## config.mk

```make
export PLATFORM = sky130hd
export DESIGN_NAME = ces_ctrl
export DESIGN_NICKNAME = d
export VERILOG_FILES = /design/src/rtl/ces_pkg.sv /design/src/rtl/ces_ctrl.sv
export SDC_FILE = /design/constraint.sdc
export NUM_CORES = 1
export LEC_CHECK = 0
export ABC_CLOCK_PERIOD_IN_PS = 1700
export BUFFER_PORTS_ARGS = -buffer_cell sky130_fd_sc_hd__buf_2
export CAP_MARGIN = 5
export CORE_MARGIN = 4
export CORE_UTILIZATION = 45
export CTS_BUF_LIST = sky130_fd_sc_hd__clkbuf_8
export CTS_CLUSTER_DIAMETER = 200
export CTS_CLUSTER_SIZE = 25
export DETAILED_ROUTE_END_ITERATION = 10
export PLACE_DENSITY = 0.75
export SYNTH_ARGS = -nofsm -noshare
export SYNTH_HDL_FRONTEND = slang
export SYNTH_SLANG_ARGS = --single-unit
```

## constraint.sdc

```tcl
create_clock -name clk -period 1.7 [get_ports clk]
set_input_delay 0.17 -clock clk [delete_from_list [all_inputs] [get_ports clk]]
set_output_delay 0.17 -clock clk [all_outputs]
set_load 0.01 [all_outputs]
```

## src/rtl/ces_pkg.sv

```systemverilog
// Shared types, constants and tables of the clamped exponential smoother.
package ces_pkg;

  localparam int VALUE_WIDTH_DEF = 32;

  // Input kind carried on the tuser lane.
  localparam int MODE_BITS = 2;
  typedef enum logic [MODE_BITS-1:0] {
    MODE_SET_TARGET = 2'd0,
    MODE_ADVANCE    = 2'd1,
    MODE_DEFAULT    = 2'd2,
    MODE_HOLD       = 2'd3
  } ces_mode_t;

  // Configuration register indexes.
  localparam int CFG_INDEX_BITS = 8;
  localparam logic [CFG_INDEX_BITS-1:0] CFG_MIN_VALUE     = 8'd0;
  localparam logic [CFG_INDEX_BITS-1:0] CFG_MAX_VALUE     = 8'd1;
  localparam logic [CFG_INDEX_BITS-1:0] CFG_DEFAULT_VALUE = 8'd2;
  localparam logic [CFG_INDEX_BITS-1:0] CFG_TIME_CONSTANT = 8'd3;

  // exp(-dt/tau) arithmetic: x = dt/(16*tau) in Q0.32.
  localparam int X_BITS         = 32;
  localparam int SUM_BITS       = X_BITS + 2;
  localparam int DIV_STEPS      = X_BITS;
  localparam int PRE_SHIFT      = 4;
  localparam int FAR_RATIO      = 12;
  localparam int TAYLOR_TERMS   = 12;
  localparam int FIRST_MUL_TERM = 2;
  localparam int SQUARINGS      = 4;
  localparam int CNT_BITS       = $clog2(DIV_STEPS);

  // floor(n/k) == (n * recip(k)) >> RECIP_SHIFT for n < 2^32, 2 <= k <= 12.
  localparam int RECIP_BITS  = 36;
  localparam int RECIP_SHIFT = X_BITS + 4;

  // Blend amount in Q0.16, one extra bit to hold 1.0.
  localparam int AMOUNT_FRAC = 16;
  localparam int AMOUNT_BITS = AMOUNT_FRAC + 1;

  typedef struct packed {
    logic                set_target;
    logic                load_default;
    logic                load_dt;
    logic                snap;
    logic                div_init;
    logic                div_step;
    logic                tay_init;
    logic                tay_mul;
    logic                tay_div;
    logic                tay_sat;
    logic                sq_step;
    logic                amt;
    logic                step_mul;
    logic                step_apply;
    logic                out_load;
    logic [CNT_BITS-1:0] cnt;
  } ces_cmd_t;

  typedef struct packed {
    logic snap_now;
    logic amount_one;
  } ces_status_t;

  // ceil(2^36 / k)
  function automatic logic [RECIP_BITS-1:0] recip(input logic [3:0] k);
    logic [RECIP_BITS-1:0] r;
    case (k)
      4'd2:    r = 36'd34359738368;
      4'd3:    r = 36'd22906492246;
      4'd4:    r = 36'd17179869184;
      4'd5:    r = 36'd13743895348;
      4'd6:    r = 36'd11453246123;
      4'd7:    r = 36'd9817068106;
      4'd8:    r = 36'd8589934592;
      4'd9:    r = 36'd7635497416;
      4'd10:   r = 36'd6871947674;
      4'd11:   r = 36'd6247225158;
      4'd12:   r = 36'd5726623062;
      default: r = '0;
    endcase
    return r;
  endfunction

endpackage

```

## src/rtl/ces_ctrl.sv

```systemverilog
// Sequencer of the clamped exponential smoother: handshakes and step order.
module ces_ctrl (
  input  logic                    clk,
  input  logic                    rst_n,
  input  logic                    in_tvalid,
  output logic                    in_tready,
  input  logic [ces_pkg::MODE_BITS-1:0] in_mode,
  output logic                    out_tvalid,
  input  logic                    out_tready,
  input  ces_pkg::ces_status_t    status,
  output ces_pkg::ces_cmd_t       cmd
);

  typedef enum logic [3:0] {
    S_IDLE,
    S_CHECK,
    S_DIV,
    S_TAY_INIT,
    S_TAY_MUL,
    S_TAY_DIV,
    S_SAT,
    S_SQ,
    S_AMT,
    S_MUL,
    S_APPLY,
    S_OUT
  } state_t;

  localparam int CB = ces_pkg::CNT_BITS;

  state_t          state_r, state_nxt;
  logic [CB-1:0]   cnt_r, cnt_nxt;
  logic            out_valid_r, out_valid_nxt;
  logic            accept;
  logic            out_free;

  assign in_tready  = (state_r == S_IDLE);
  assign out_tvalid = out_valid_r;
  assign accept     = in_tvalid & in_tready;
  assign out_free   = ~out_valid_r | out_tready;

  always_comb begin
    state_nxt = state_r;
    cnt_nxt   = cnt_r;
    cmd       = '0;
    cmd.cnt   = cnt_r;
    case (state_r)
      S_IDLE: begin
        if (accept) begin
          case (ces_pkg::ces_mode_t'(in_mode))
            ces_pkg::MODE_SET_TARGET: begin
              cmd.set_target = 1'b1;
              state_nxt      = S_OUT;
            end
            ces_pkg::MODE_ADVANCE: begin
              cmd.load_dt = 1'b1;
              state_nxt   = S_CHECK;
            end
            ces_pkg::MODE_DEFAULT: begin
              cmd.load_default = 1'b1;
              state_nxt        = S_OUT;
            end
            default: state_nxt = S_OUT;
          endcase
        end
      end
      S_CHECK: begin
        if (status.snap_now) begin
          cmd.snap  = 1'b1;
          state_nxt = S_OUT;
        end else begin
          cmd.div_init = 1'b1;
          cnt_nxt      = '0;
          state_nxt    = S_DIV;
        end
      end
      S_DIV: begin
        cmd.div_step = 1'b1;
        cnt_nxt      = cnt_r + CB'(1);
        if (cnt_r == CB'(ces_pkg::DIV_STEPS - 1)) begin
          state_nxt = S_TAY_INIT;
        end
      end
      S_TAY_INIT: begin
        cmd.tay_init = 1'b1;
        cnt_nxt      = CB'(ces_pkg::FIRST_MUL_TERM);
        state_nxt    = S_TAY_MUL;
      end
      S_TAY_MUL: begin
        cmd.tay_mul = 1'b1;
        state_nxt   = S_TAY_DIV;
      end
      S_TAY_DIV: begin
        cmd.tay_div = 1'b1;
        if (cnt_r == CB'(ces_pkg::TAYLOR_TERMS)) begin
          state_nxt = S_SAT;
        end else begin
          cnt_nxt   = cnt_r + CB'(1);
          state_nxt = S_TAY_MUL;
        end
      end
      S_SAT: begin
        cmd.tay_sat = 1'b1;
        cnt_nxt     = '0;
        state_nxt   = S_SQ;
      end
      S_SQ: begin
        cmd.sq_step = 1'b1;
        cnt_nxt     = cnt_r + CB'(1);
        if (cnt_r == CB'(ces_pkg::SQUARINGS - 1)) begin
          state_nxt = S_AMT;
        end
      end
      S_AMT: begin
        cmd.amt   = 1'b1;
        state_nxt = S_MUL;
      end
      S_MUL: begin
        if (status.amount_one) begin
          cmd.snap  = 1'b1;
          state_nxt = S_OUT;
        end else begin
          cmd.step_mul = 1'b1;
          state_nxt    = S_APPLY;
        end
      end
      S_APPLY: begin
        cmd.step_apply = 1'b1;
        state_nxt      = S_OUT;
      end
      S_OUT: begin
        if (out_free) begin
          cmd.out_load = 1'b1;
          state_nxt    = S_IDLE;
        end
      end
      default: state_nxt = S_IDLE;
    endcase
  end

  always_comb begin
    if (cmd.out_load) begin
      out_valid_nxt = 1'b1;
    end else if (out_tready) begin
      out_valid_nxt = 1'b0;
    end else begin
      out_valid_nxt = out_valid_r;
    end
  end

  always_ff @(posedge clk) begin
    if (!rst_n) begin
      state_r     <= S_IDLE;
      cnt_r       <= '0;
      out_valid_r <= 1'b0;
    end else begin
      state_r     <= state_nxt;
      cnt_r       <= cnt_nxt;
      out_valid_r <= out_valid_nxt;
    end
  end

endmodule

```

==> results.py <==
metrics = {
    "job": {
        "maxCapViolCount": 0,
    },
    "synth": {
        "synthFlopType": "dfxtp_1",
        "synth_area_leaders": "dfxtp_1 (22%), mux2i_1 (5.6%), nor3_1 (5.0%)",
        "synth_largest_area_cell": "dfxtp_1",
        "ys_seq_elements": 10,
        "syn_avg_cell_area_um2": 7.85,
        "synth_commonest_cells": "nand2_1 (12), dfxtp_1 (10), nor2_1 (10), nor3_1 (9), inv_1 (7)",
        "synth_edf_count": 0,
        "syn_nets": 125,
        "synthArstFlopShare_pct": 0,
        "syn_inst": 114,
        "yosys_warnings": 0,
        "syn_area_um2": 895,
        "netlist.area_leader.share_pct": 22.4,
        "synth_cell_type_count": 38,
        "synth_seq_area_share_pct": 22.4,
        "synth_most_common_cell": "nand2_1",
    },
    "sta": {
        "rsz0062_at_grt": "true",
        "final.min_clock_period_ns": 1.70,
        "hold_violations": 0,
        "max_slew.worst_pin.slew_ns": 0.376,
        "setup_slack_ns": -0.000582,
        "clock.fmax_mhz": 588,
        "slew_headroom_pct": 74.9,
        "finClkSkew_ns": 0.00862,
        "final_max_slew_viol_count": 0,
        "period_share_pct": 100,
        "setup_viol": 1,
    },
    "clock_tree": {
        "post-cts-setup-buffers": 0,
        "clockBufferDepth": 2,
        "clk_pin_slew_ns": 0.06,
        "cts-root-buf": "clkbuf_8",
        "clk-insertion-delay-late_ns": 0.24,
        "cts_sinks": 10,
        "cts_hold_buffers": 0,
        "htree_levels": 1,
        "numCtsBuffers": 3,
        "cts_tree": "yes",
    },
    "global_route": {
        "grt_max_degree": 15,
        "overflow": 0,
        "antenna_found_initial": 0,
        "grt_first_pass_wirelength_um": 3980,
        "grt_pass1_vias": 905,
        "grt_usage_pct": 18.9,
    },
    "final_layout": {
        "post-route-util_pct": 64.7,
        "drive_gt1_share_pct": 39.0,
        "stdcell_area_um2": 1170,
        "area_delta_synth_final_pct": 30.3,
        "nets": 158,
        "diodes": 0,
    },
    "worst_setup_path": {
        "path_cells": "ha_2, and3_1, ha_1, mux2i_1, nand3_2, buf_4, a21oi_2, a31o_1",
        "reg2reg_to": "state_r[1]$_SDFFE_PN0P_",
        "cpMaxStageDelayCell": "dfxtp_2",
        "rr_worst_depth": 8,
        "timing.rr.start": "cnt_r[1]$_SDFFE_PN0P_",
        "rrSetupSlack_ns": -0.0006,
        "critical_path_class": "reg -> reg",
        "critPathCaptureType": "flip-flop",
        "crit_required_ns": 1.88,
        "crit_arrival_ns": 1.88,
        "crit_start": "cnt_r[1]$_SDFFE_PN0P_",
        "startpoint_type": "flip-flop",
        "slowest_delay_ns": 0.33,
        "path_max_fanout": 5,
    },
    "min_path": {
        "hp-start": "rst_n",
        "worstHoldPathCells": 2,
        "holdPathEnd": "out_tvalid$_SDFFE_PN0P_",
        "hold_path_class": "in -> reg",
    },
    "power_and_ir_drop": {
        "leakagePower_nw": 0.568,
        "totalPowerFinal_mw": 1.63,
        "power_density_nw_per_um2": 1390,
        "peakVddDrop_mv": 0.858,
    },
    "place": {
        "placed_cell_area_um2": 1080,
        "gp_congestion": 0.854,
        "portBuffers": 29,
        "place.detailed.hpwl_um": 1870,
    },
    "die": {
        "io_pins": 30,
        "dieArea_um2": 2770,
        "start_util_pct": 49.7,
        "die_h_um": 52.6,
        "chipWidth_um": 52.6,
        "row_count": 15,
        "core_area_um2": 1800,
    },
    "outcome": {
        "outcome": "complete, but fails checks",
        "violations": "negative setup slack",
    },
    "routing": {
        "drtAntennaViolNets": 0,
        "drtIter0Drc": 33,
        "dr.pass1.iters": 4,
        "drc": 0,
        "wirelength_um": 2400,
        "vias": 965,
        "routed_via_density": 5.64,
        "routedWlPerCell_um": 14.0,
    },
}
## per-layer routing
layer	wire (µm)	vias to the layer above	part of all wire, %	GRT usage [%]
met3	156	7	6.5	3.13
met2	1170	37	49	32.0
met4	47	0	2.0	5.96
met1	1030	441	43	24.1
li1	-	480	-	-
met5	0	-	0	0
## what timing repair did
action	in CTS	in global routing
gates resized for setup	3	4
endpoints found under the hold margin	0	0
pin swaps	1	4
endpoints found under the setup margin	2	7
## final cells by class
class                      count  area (µm²)
fill                         157         636
sequential                    10         204
tap                           25        31.3
clock buffer                   4        55.1
multi-input combinational     88         644
timing repair buffer          37         205
inverter                       7        26.3
## worst max-delay path: cells and delay by family, from the launching register on
family                     cells  cell delay [ns]
AOI/OAI and AO/OA              2             0.20
and+or+nand+nor                2             0.34
DFF                            1             0.33
buffers and inverters          1             0.18
adders and majority gates      2             0.37
muxes                          1             0.22
## cell families (layout without fill, tap and decap cells)
family                     Yosys count  after routing  synth area share [%]
AOI/OAI and AO/OA                   24             24                  22.5
adders and majority gates            3              3                  4.20
buffers and inverters               16             48                  8.67
DFF                                 10             10                  22.4
muxes                                5              5                  5.59
and+or+nand+nor                     56             56                  36.6
## worst max path at each step
stage	to	slack [ns]	cells after the start
floorplan	state_r[1]$_SDFFE_PN0P_	0.003	5
global placement	state_r[1]$_SDFFE_PN0P_	0.09	5
detailed placement	state_r[1]$_SDFFE_PN0P_	0.04	5
CTS	cmd[18]	0.01	5
global route	state_r[3]$_SDFFE_PN0P_	-0.14	7
finish	state_r[1]$_SDFFE_PN0P_	-0.0006	8
## cell usage in the layout, fill, tap and decap left out, types with 3 or more instances in the layout
| cell | instances |
|---|---|
| buf_2 | 29 |
| dfxtp_2 | 3 |
| nand2_1 | 11 |
| and2_1 | 3 |
| mux2i_1 | 5 |
| buf_4 | 8 |
| a21oi_1 | 3 |
| dfxtp_1 | 7 |
| inv_1 | 7 |
| and4b_1 | 3 |
| nor3_1 | 9 |
| clkbuf_8 | 4 |
| o22ai_1 | 4 |
| nor2_1 | 10 |
## power breakdown
part | leakage [nW] | internal, mW | switching, mW
sequential | 0.0827 | 0.283 | 0.0747
combinational | 0.456 | 0.428 | 0.535
clock | 0.0288 | 0.204 | 0.101
total | 0.568 | 0.915 | 0.711
## state kept, by name (all words and copies together), names as in the netlist
register	cells
cnt_r	5
state_r	4
out_tvalid	1
## per-stage QoR
| stage | instances | setup WS, ns | TNS, ns | hold WS, ns |
|---|---|---|---|---|
| floorplan | 114 | 0.00288 | 0 | 0.312 |
| global placement | 167 | 0.0875 | 0 | 0.517 |
| detailed placement | 167 | 0.0361 | 0 | 0.528 |
| CTS | 171 | 0.0149 | 0 | 0.275 |
| global route | 171 | -0.138 | -0.494 | 0.292 |
| finish | 171 | -0.000582 | -0.000582 | 0.273 |
No activity file was read; power rests on OpenSTA's default activity.
